### src/hw/rtl/lpd_pkg.sv
// Types and constants of the length-prefixed deframer.
package lpd_pkg;

  localparam int DATA_W   = 8;
  localparam int LEN_W    = 16;
  localparam int MAX_W    = 17;

  localparam logic [MAX_W-1:0] MAX_TOTAL_RESET = 17'd1200;
  localparam logic [MAX_W-1:0] HEADER_BYTES    = 17'd3;

  localparam logic CMD_DATA  = 1'b0;
  localparam logic CMD_ABORT = 1'b1;

  // Queue between front and back
  localparam int QDEPTH = 4;
  localparam int QAW    = $clog2(QDEPTH);
  localparam int QCW    = $clog2(QDEPTH + 1);

  typedef enum logic [1:0] {
    ST_PAYLOAD = 2'd0,
    ST_LEN_ERR = 2'd1,
    ST_EMPTY   = 2'd2,
    ST_ABORT   = 2'd3
  } status_t;

  typedef enum logic [3:0] {
    S_LEN_HI  = 4'b0001,
    S_LEN_LO  = 4'b0010,
    S_PROTO   = 4'b0100,
    S_PAYLOAD = 4'b1000
  } front_state_t;

  typedef struct packed {
    status_t           status;
    logic [DATA_W-1:0] out_byte;
    logic [DATA_W-1:0] protocol;
    logic [LEN_W-1:0]  frame_length;
    logic              first;
    logic              last;
  } lpd_result_t;

endpackage

### src/hw/rtl/lpd_front.sv
// Front end: header parsing, frame classification and result generation.
module lpd_front
  import lpd_pkg::*;
(
  input  logic              clk,
  input  logic              rst,
  input  logic              accept,
  input  logic              cmd,
  input  logic [DATA_W-1:0] in_byte,
  input  logic              cfg_we,
  input  logic [MAX_W-1:0]  cfg_value,
  output logic              push,
  output lpd_result_t       push_item
);

  front_state_t     state, state_next;
  logic [LEN_W-1:0] length_reg, length_next;
  logic [DATA_W-1:0] protocol_reg, protocol_next;
  logic [LEN_W-1:0] payload_count, payload_count_next;
  logic [MAX_W-1:0] max_total;
  logic [MAX_W-1:0] total_len;
  logic [MAX_W-1:0] count_inc;
  logic             is_last;

  assign total_len = {1'b0, length_reg} + HEADER_BYTES;
  assign count_inc = {1'b0, payload_count} + 17'd1;
  assign is_last   = count_inc >= {1'b0, length_reg};

  always_comb begin
    state_next         = state;
    length_next        = length_reg;
    protocol_next      = protocol_reg;
    payload_count_next = payload_count;
    push               = 1'b0;
    push_item          = '0;
    if (accept) begin
      if (cmd == CMD_ABORT) begin
        if (state == S_PAYLOAD) begin
          push                   = 1'b1;
          push_item.status       = ST_ABORT;
          push_item.protocol     = protocol_reg;
          push_item.frame_length = length_reg;
        end else if (state != S_LEN_HI) begin
          // partial header: nothing valid to report
          push             = 1'b1;
          push_item.status = ST_ABORT;
        end
        state_next         = S_LEN_HI;
        payload_count_next = '0;
      end else begin
        unique case (state)
          S_LEN_HI: begin
            length_next = {in_byte, 8'h00};
            state_next  = S_LEN_LO;
          end
          S_LEN_LO: begin
            length_next = {length_reg[LEN_W-1:DATA_W], in_byte};
            state_next  = S_PROTO;
          end
          S_PROTO: begin
            protocol_next = in_byte;
            if (total_len > max_total) begin
              push                   = 1'b1;
              push_item.status       = ST_LEN_ERR;
              push_item.protocol     = in_byte;
              push_item.frame_length = length_reg;
              state_next             = S_LEN_HI;
            end else if (length_reg == '0) begin
              push               = 1'b1;
              push_item.status   = ST_EMPTY;
              push_item.protocol = in_byte;
              state_next         = S_LEN_HI;
            end else begin
              state_next = S_PAYLOAD;
            end
            payload_count_next = '0;
          end
          S_PAYLOAD: begin
            push                   = 1'b1;
            push_item.status       = ST_PAYLOAD;
            push_item.out_byte     = in_byte;
            push_item.protocol     = protocol_reg;
            push_item.frame_length = length_reg;
            push_item.first        = (payload_count == '0);
            push_item.last         = is_last;
            if (is_last) begin
              state_next         = S_LEN_HI;
              payload_count_next = '0;
            end else begin
              payload_count_next = count_inc[LEN_W-1:0];
            end
          end
          default: begin
            state_next         = S_LEN_HI;
            payload_count_next = '0;
          end
        endcase
      end
    end
  end

  always_ff @(posedge clk) begin
    if (rst) begin
      state         <= S_LEN_HI;
      length_reg    <= '0;
      protocol_reg  <= '0;
      payload_count <= '0;
      max_total     <= MAX_TOTAL_RESET;
    end else begin
      state         <= state_next;
      length_reg    <= length_next;
      protocol_reg  <= protocol_next;
      payload_count <= payload_count_next;
      if (cfg_we) begin
        max_total <= cfg_value;
      end
    end
  end

endmodule

### src/hw/rtl/lpd_queue.sv
// Short result queue between front and back.
module lpd_queue
  import lpd_pkg::*;
(
  input  logic        clk,
  input  logic        rst,
  input  logic        push,
  input  lpd_result_t push_item,
  output logic        full,
  input  logic        pop,
  output logic        not_empty,
  output lpd_result_t pop_item
);

  lpd_result_t      entries [QDEPTH];
  logic [QAW-1:0]   wr_ptr;
  logic [QAW-1:0]   rd_ptr;
  logic [QCW-1:0]   count;
  logic             do_push;
  logic             do_pop;

  assign full      = (count == QCW'(QDEPTH));
  assign not_empty = (count != '0);
  assign do_push   = push && !full;
  assign do_pop    = pop && not_empty;
  assign pop_item  = entries[rd_ptr];

  always_ff @(posedge clk) begin
    if (do_push) begin
      entries[wr_ptr] <= push_item;
    end
  end

  always_ff @(posedge clk) begin
    if (rst) begin
      wr_ptr <= '0;
      rd_ptr <= '0;
      count  <= '0;
    end else begin
      if (do_push) begin
        wr_ptr <= (wr_ptr == QAW'(QDEPTH - 1)) ? '0 : wr_ptr + 1'b1;
      end
      if (do_pop) begin
        rd_ptr <= (rd_ptr == QAW'(QDEPTH - 1)) ? '0 : rd_ptr + 1'b1;
      end
      if (do_push && !do_pop) begin
        count <= count + 1'b1;
      end else if (do_pop && !do_push) begin
        count <= count - 1'b1;
      end
    end
  end

endmodule

### src/hw/rtl/lpd_back.sv
// Back end: output register and stream packing of results.
module lpd_back
  import lpd_pkg::*;
(
  input  logic        clk,
  input  logic        rst,
  input  logic        q_not_empty,
  input  lpd_result_t q_item,
  output logic        q_pop,
  output logic        m_axis_tvalid,
  input  logic        m_axis_tready,
  output logic [31:0] m_axis_tdata,
  output logic [2:0]  m_axis_tuser,
  output logic        m_axis_tlast
);

  lpd_result_t out_reg;
  logic        out_valid;

  // load whenever the register is empty or being drained
  assign q_pop = q_not_empty && (!out_valid || m_axis_tready);

  always_ff @(posedge clk) begin
    if (q_pop) begin
      out_reg <= q_item;
    end
  end

  always_ff @(posedge clk) begin
    if (rst) begin
      out_valid <= 1'b0;
    end else if (q_pop) begin
      out_valid <= 1'b1;
    end else if (m_axis_tready) begin
      out_valid <= 1'b0;
    end
  end

  assign m_axis_tvalid = out_valid;
  assign m_axis_tdata  = {out_reg.frame_length, out_reg.protocol, out_reg.out_byte};
  assign m_axis_tuser  = {out_reg.first, out_reg.status};
  assign m_axis_tlast  = out_reg.last;

endmodule

### src/hw/rtl/length_prefixed_deframer_unit.sv
// Length-prefixed frame deframer: one received byte per cycle in while the
// queue has room, one result per cycle out while m_axis_tready is high. Each
// frame opens with a 3-byte header (16-bit big-endian payload length, then a
// protocol byte); payload bytes leave tagged with protocol, length and
// first/last marks, while oversize frames, empty frames and aborted partial
// frames leave as single status results. The header state machine in the
// front end takes one byte every cycle while the queue has room; results pass
// through a 4-entry queue and then an output register, and input stalls only
// once the queue is full. max_total_length (reset 1200) is written through
// the cfg port, which is always ready.
module length_prefixed_deframer_unit
  import lpd_pkg::*;
(
  input  logic              clk,
  input  logic              rst,
  input  logic              cfg_valid,
  output logic              cfg_ready,
  input  logic [MAX_W-1:0]  cfg_data,       // max_total_length
  input  logic              s_axis_tvalid,
  output logic              s_axis_tready,
  input  logic [7:0]        s_axis_tdata,   // [7:0] in_byte
  input  logic              s_axis_tuser,   // [0] command
  output logic              m_axis_tvalid,
  input  logic              m_axis_tready,
  output logic [31:0]       m_axis_tdata,   // [7:0] out_byte, [15:8] protocol,
                                            // [31:16] frame_length
  output logic [2:0]        m_axis_tuser,   // [1:0] status, [2] first
  output logic              m_axis_tlast    // last
);

  logic        q_full;
  logic        q_not_empty;
  logic        q_pop;
  logic        push;
  lpd_result_t push_item;
  lpd_result_t q_item;
  logic        accept;

  assign cfg_ready     = 1'b1;
  assign s_axis_tready = !q_full;
  assign accept        = s_axis_tvalid && s_axis_tready;

  lpd_front u_front (
    .clk       (clk),
    .rst       (rst),
    .accept    (accept),
    .cmd       (s_axis_tuser),
    .in_byte   (s_axis_tdata),
    .cfg_we    (cfg_valid && cfg_ready),
    .cfg_value (cfg_data),
    .push      (push),
    .push_item (push_item)
  );

  lpd_queue u_queue (
    .clk       (clk),
    .rst       (rst),
    .push      (push),
    .push_item (push_item),
    .full      (q_full),
    .pop       (q_pop),
    .not_empty (q_not_empty),
    .pop_item  (q_item)
  );

  lpd_back u_back (
    .clk           (clk),
    .rst           (rst),
    .q_not_empty   (q_not_empty),
    .q_item        (q_item),
    .q_pop         (q_pop),
    .m_axis_tvalid (m_axis_tvalid),
    .m_axis_tready (m_axis_tready),
    .m_axis_tdata  (m_axis_tdata),
    .m_axis_tuser  (m_axis_tuser),
    .m_axis_tlast  (m_axis_tlast)
  );

endmodule

### config.mk
export PLATFORM = sky130hd
export DESIGN_NAME = length_prefixed_deframer_unit
export DESIGN_NICKNAME = d
export VERILOG_FILES = /design/src/hw/rtl/lpd_pkg.sv /design/src/hw/rtl/lpd_front.sv /design/src/hw/rtl/lpd_queue.sv /design/src/hw/rtl/lpd_back.sv /design/src/hw/rtl/length_prefixed_deframer_unit.sv
export SDC_FILE = /design/constraint.sdc
export NUM_CORES = 1
export LEC_CHECK = 0
export CAP_MARGIN = 10
export CORE_ASPECT_RATIO = 0.75
export CORE_MARGIN = 3
export CORE_UTILIZATION = 35
export CTS_BUF_LIST = sky130_fd_sc_hd__clkbuf_4 sky130_fd_sc_hd__clkbuf_8
export DETAILED_ROUTE_END_ITERATION = 8
export DONT_BUFFER_PORTS = 1
export PLACE_DENSITY = 0.59
export SYNTH_ARGS = -nofsm -noshare
export SYNTH_HDL_FRONTEND = slang
export SYNTH_SLANG_ARGS = --single-unit
### constraint.sdc
create_clock -name clk -period 4.7 [get_ports clk]
set_clock_uncertainty 0.05 [all_clocks]
set_input_delay 0.94 -clock clk [delete_from_list [all_inputs] [get_ports clk]]
set_output_delay 0.94 -clock clk [all_outputs]
set_load 0.01 [all_outputs]
=== After elaboration in Yosys (flattened, before gate mapping) ===
Memory sizes are Yosys's and may differ from the RTL's. A register that Yosys moved wholly into a read port is not among the register bits.
Cells that the tools add are included.
Widths: inputs -> output; s select.

* Reductions and logical operators: 23
* Equality and inequality tests: 10
* Mux-type cells: 41
* Bitwise logic cells: 2
* Add/sub/neg operators: 6
* Order comparisons: 2

{| class="wikitable"
|+ Operators by type and width
! kind !! count
|-
| $pmux 16 s2 || 2
|-
| $mux 16 || 3
|-
| $mux 24 || 2
|-
| $pmux 24 s2 || 1
|-
| $mux 36 || 1
|-
| $logic_not 16->1 || 2
|-
| $mux 8 || 4
|-
| $mux 2 || 10
|-
| $add 16x1->17 const B || 1
|-
| $add 16x2->17 const B || 1
|-
| $ge 17x16->1 || 1
|-
| $gt 17x17->1 || 1
|-
| $mux 4 || 4
|-
| $pmux 4 s4 || 1
|-
| $mux 1 || 10
|-
| $logic_and 1x1->1 || 6
|-
| $mux 3 || 2
|-
| $reduce_and 3->1 || 2
|-
| $reduce_bool 2->1 || 3
|-
| $add 2x1->2 const B || 2
|-
| $eq 2x2->1 const B || 2
|-
| $eq 4x1->1 const B || 1
|-
| $eq 4x2->1 const B || 1
|-
| $eq 4x3->1 const B || 1
|-
| 15 further kinds || 20
|}

* RAM bits: 144
* Flip-flop bits (word level): 69
* Memories: 1
* Logic and storage cells: 95

{| class="wikitable"
|+ Memories
! name !! depth !! bits a word !! rd ports !! clocked after memory_dff !! wr ports !! line !! RTL
|-
| u_queue.entries || 4 || 36 || 1 || 1 || 1 || lpd_queue.sv:15 || <nowiki>lpd_result_t entries [QDEPTH];</nowiki>
|}

=== Depth between registers and ports, before layout ===
* Word-level depth: 11
* Depth in mapped cells: 19

=== Hierarchy ===
Synthesis repeated with hierarchy kept, for this count alone.

* Cells, all modules: 817
* Area, all modules: 11065.6 um2

{| class="wikitable"
|+ Modules (own cells, without submodules)
! module !! times used !! area each (um2) !! cells an instance
|-
| lpd_queue || 1 || 5700.5 || 238
|-
| lpd_front || 1 || 4207.8 || 534
|-
| lpd_back || 1 || 1136.1 || 41
|-
| length_prefixed_deframer_unit || 1 || 21.3 || 4
|}

=== Worst setup path before layout ===
Ideal clock, no wire load.

* Kind: input -> register
* Start point: in m_axis_tready
* End point: reg u_queue.count[2]
* Arrival: 4.181 ns
* Buffers on the path: 0
* Setup slack: 0.399 ns
* Stages on the path: 9
* Cell sequence: inv_1 -> a21oi_1 -> inv_1 -> ha_1 -> inv_1 -> fa_1 -> xor2_1 -> or3_1 -> a21oi_1

* Longest elaborated chain between the ends: 6

{| class="wikitable"
|+ RTL lines
! item !! line !! RTL
|-
| start, declared || length_prefixed_deframer_unit.sv:24 || <nowiki>input logic m_axis_tready,</nowiki>
|-
| $logic_or 1x1->1 * || lpd_back.sv:21 || <nowiki>assign q_pop = q_not_empty && (!out_valid || m_axis_tready);</nowiki>
|-
| $logic_and 1x1->1 * || lpd_back.sv:21 ||
|-
| named net q_pop || length_prefixed_deframer_unit.sv:33 || <nowiki>logic q_pop;</nowiki>
|-
| $logic_and 1x1->1 * || lpd_queue.sv:25 || <nowiki>assign do_pop = pop && not_empty;</nowiki>
|-
| $logic_not 1->1 || lpd_queue.sv:46 || <nowiki>if (do_push && !do_pop) begin</nowiki>
|-
| $logic_and 1x1->1 || lpd_queue.sv:46 ||
|-
| $mux 3 or $reduce_bool 2->1 (tied branches) || - ||
|-
| end signal, assigned || lpd_queue.sv:47 || <nowiki>count <= count + 1'b1;</nowiki>
|-
| end signal, assigned || lpd_queue.sv:49 || <nowiki>count <= count - 1'b1;</nowiki>
|-
| end, declared || lpd_queue.sv:18 || <nowiki>logic [QCW-1:0] count;</nowiki>
|}

Mark *: on every way through the listed nets, which the timed path passes. The rest lies on a longest branch.
A chain may end at the register's enable or synchronous reset.

=== Final worst setup path ===
* Start point: reg u_front.length_reg[1]
* End point: reg u_queue.count[2]

* Longest elaborated chain between the ends: 10

{| class="wikitable"
|+ RTL lines
! item !! line !! RTL
|-
| start, declared || lpd_front.sv:17 || <nowiki>logic [LEN_W-1:0] length_reg, length_next;</nowiki>
|-
| start signal, assigned || lpd_front.sv:111 || <nowiki>length_reg <= length_next;</nowiki>
|-
| $add 16x2->17 or $logic_not 16->1 (tied branches) || lpd_front.sv:25, lpd_front.sv:68 ||
|-
| $gt 17x17->1 or $mux 1 (tied branches) || lpd_front.sv:62, lpd_front.sv:68 ||
|-
| $mux 1 * || lpd_front.sv:62 || <nowiki>if (total_len > max_total) begin</nowiki>
|-
| $pmux 1 s2 * || lpd_front.sv:51 || <nowiki>unique case (state)</nowiki>
|-
| $mux 1 * || lpd_front.sv:37 || <nowiki>if (cmd == CMD_ABORT) begin</nowiki>
|-
| $mux 1 * || lpd_front.sv:36 || <nowiki>if (accept) begin</nowiki>
|-
| $logic_and 1x1->1 * || lpd_queue.sv:24 || <nowiki>assign do_push = push && !full;</nowiki>
|-
| named net u_queue.do_push || lpd_queue.sv:19 || <nowiki>logic do_push;</nowiki>
|-
| $logic_not 1->1 || lpd_queue.sv:48 || <nowiki>end else if (do_pop && !do_push) begin</nowiki>
|-
| $logic_and 1x1->1 || lpd_queue.sv:48 ||
|-
| $reduce_bool 2->1 (no line) || - ||
|}

Marked as above.

==> results.toml <==
[status]
status = "completed"

[cts]
cts_max_level = 2
clk_latency_ps = 560
clk_path_buf_depth = 3
cts.repair.resized = 0
cts-root-buf = "clkbuf_8"
cts_setup_buffers = 0
cts_tree = "done"
cts_buffers = 39
clk_pin_slew_ps = 60
cts-hold-fix-buffers = 0
clock_sinks = 249

[global_route]
grt_overflow_total = 0
grt_max_degree = 66
grt_pass1_vias = 6234
antenna_found_initial = 0
globalRouteTotalUtil_pct = 14.54
grt_pass1_wl_mm = 37.45

[die]
initial_core_util_pct = 35.75
rows = 55
die-area_um2 = 33250
die_w_um = 209.5
core-area_um2 = 30420
die_y_um = 158.7
io_pins = 70

[placement]
dpl.hpwl_mm = 15.83
routabilityCongestion = 0.8921
numPortBuffers = 0
place_inst = 1177
postPlaceCellArea_um2 = 11360

[setup_path]
endpoint_kind = "flip-flop"
start_kind = "flip-flop"
crit_buf_inv = 3
arrival_ps = 4900
cp-startpoint = "u_front.length_reg[1]"
r2r-end = "u_queue.count[2]"
worstSetupPathType = "flip-flop to flip-flop"
cpPeakStageDelay_ps = 370
cp.required_ps = 5120
cp_top_family = "simple AND/OR/NAND/NOR gates"
rr_worst_depth = 19
r2r_slack_ps = 220
r2r-start = "u_front.length_reg[1]"
path_cells = "inv_1 > ha_1 > nor2_2 > and4_1 > nand3_1 > xnor2_1 > ha_1 > nand4_1 > nor4_4 > a21bo_2 > a31oi_4 > a22oi_2 > inv_2 > ha_1 > inv_1 > fa_1 > xor2_1 > or3_1 > a21oi_1"
path_max_fanout = 5
critPathMostFrequentCell = "ha_1"
crit_slowest_cell = "dfxtp_1"

[finish]
areaGrowthSynthToFinish_pct = 12.60
n_antenna_cell = 0
largest_register = "u_queue.entries"
layout-drive-gt1-share_pct = 16.14
largest_register_ffs = 144
fin_nets = 894
final_cell_count_no_fill = 1248
final_area_um2 = 12250
fillCellCount = 2823
postLayoutCoreUtil_pct = 40.26

[logic_synthesis]
ys_seq_area_share_pct = 62.40
syn_area_um2 = 10880
yosys_warnings = 0
synthArstFlopShare_pct = 0
synth-edff-count = 180
ys_types = 58
syn_area_per_cell_um2 = 13.54
ys_seq_elements = 249
synthCells = 803
synthesis.nets = 878
yosys_most_used_dff = "edfxtp_1"

[worst_hold_path]
hold_end = "u_front.protocol_reg[7]"
hp-start = "u_front.protocol_reg[7]"
holdPathStages = 2
hp-class = "flip-flop to flip-flop"

[pwr]
irDropWorstVdd_mv = 0.1865
leakage_nw = 4.261
power_frac_comb_pct = 13.8
power.density_nw_per_um2 = 471.6
pwr-share-clk_pct = 34.3
power_w = 0.005776
power.internal_w = 0.004209
pwr-share-seq_pct = 51.9
switchingPower_w = 0.001567
swShare_pct = 27.13

[sta]
slew_viol_final = 0
fin_tns_setup_ps = 0
setup_violations = 0
rsz0062_at_grt = "false"
period_needed_ps = 4476
tightest_slew_ps = 1011
timing.fmax_ghz = 0.2234
hold_violations = 0
finalCritPeriodShare_pct = 95.23
timing.slew.headroom_pct = 32.57

[routing]
dr.pass1.iters = 5
vias = 6478
avgViaCountPerCell = 5.191
drc = 0
drtIter0Drc = 518
post_drt_wl_per_cell_um = 19.30
met1_length_mm = 11.95
wl_met2_mm = 10.06
ant_nets = 0
routed.top_layer = "met4"
routed_wl_mm = 24.08
wl_met3_mm = 1.684

[flow_run]
cap_violations = 0
## power groups by stage
stage               Combinational, W  Clock (W)  Sequential [W]
floorplan                   0.000721          0         0.00290
global route                0.000877    0.00214         0.00304
global placement            0.000800          0         0.00306
detailed placement          0.000808          0         0.00307
CTS                         0.000811    0.00205         0.00302
finish                      0.000799    0.00198         0.00300
## area by class of cell
cell class / instances / area [µm²] / share of cell area, %
sequential: 249 / 6789 / 55.44
tap: 399 / 499.2 / 4.077
timing repair buffer: 13 / 147.6 / 1.206
inverter: 48 / 180.2 / 1.471
multi-input combinational: 468 / 3765 / 30.74
clock buffer: 59 / 743.2 / 6.069
clock inverter: 12 / 121.4 / 0.9911
## per-stage QoR
stage	hold WS, ps	setup WS, ps
4_1_cts	346.6	142.8
2_1_floorplan	386.0	398.8
5_1_grt	365.1	4.455
6_report	398.8	224.0
3_3_place_gp	385.5	275.0
3_5_place_dp	390.1	189.8
## cell usage after synthesis, types with 12 or more instances
master	instances	area, µm²
edfxtp_1	180	5405
dfxtp_1	69	1381
nor2_1	59	221.5
nand2_1	55	206.5
inv_1	46	172.7
ha_1	43	538.0
a21oi_1	40	200.2
mux4_2	36	810.8
nor3_1	28	140.1
mux2i_1	26	260.3
nand4_1	23	143.9
clkbuf_1	20	75.07
xnor2_1	19	166.4
and3_1	18	112.6
and2_1	12	75.07
nand3_1	12	60.06
## cells in the final DEF (no fill, tap or decap), types with 4 or more instances in the layout
| cell | count |
|---|---|
| and4_1 | 4 |
| and2_1 | 12 |
| o2111ai_1 | 5 |
| edfxtp_1 | 180 |
| nand4_1 | 23 |
| nor2b_1 | 7 |
| dfxtp_1 | 67 |
| buf_12 | 4 |
| a21oi_1 | 39 |
| xnor2_1 | 19 |
| ha_1 | 43 |
| mux2i_1 | 26 |
| clkbuf_8 | 48 |
| nand3_1 | 12 |
| buf_4 | 9 |
| nand2_1 | 55 |
| o21ai_0 | 7 |
| a22o_1 | 8 |
| or2_2 | 5 |
| nor2_1 | 58 |
| o211ai_1 | 5 |
| a22oi_1 | 9 |
| and3_1 | 18 |
| clkinv_1 | 6 |
| nor4_1 | 8 |
| xor2_1 | 8 |
| clkbuf_4 | 11 |
| nor3_1 | 28 |
| inv_1 | 46 |
| mux4_2 | 36 |
## per-layer routing
layer  vias to the layer above  GRT usage [%]
li1                       3038              -
met1                      3201          21.95
met2                       204          20.95
met3                        35          3.585
met4                         0          3.856
met5                         -              0
## worst min-delay path: stages (launching register included)
cell,delay [ps]
dfxtp_1,310
nand2_1,50
a21oi_1,50
## worst max-delay path by stage
stage,slack [ps],cells past startpoint,end
floorplan,400,9,u_queue.count[2]
global placement,270,19,u_queue.count[2]
detailed placement,190,19,u_queue.count[2]
CTS,140,19,u_queue.count[2]
global route,4,19,u_queue.count[2]
finish,220,19,u_queue.count[2]
## cell families (layout without fill, tap and decap cells)
kind of cell / count (synthesis) / count (layout) / share of synthesized area, %
simple gates: 240 / 240 / 11.11
buf+inv: 86 / 132 / 3.244
mux: 63 / 63 / 9.986
flops: 249 / 249 / 62.40
other cells: 1 / 1 / 0.03448
fa+ha+maj: 44 / 44 / 5.131
compound gates: 93 / 93 / 5.914
xor+xnor: 27 / 27 / 2.174
Note: power is estimated with default switching activity, not from simulation.
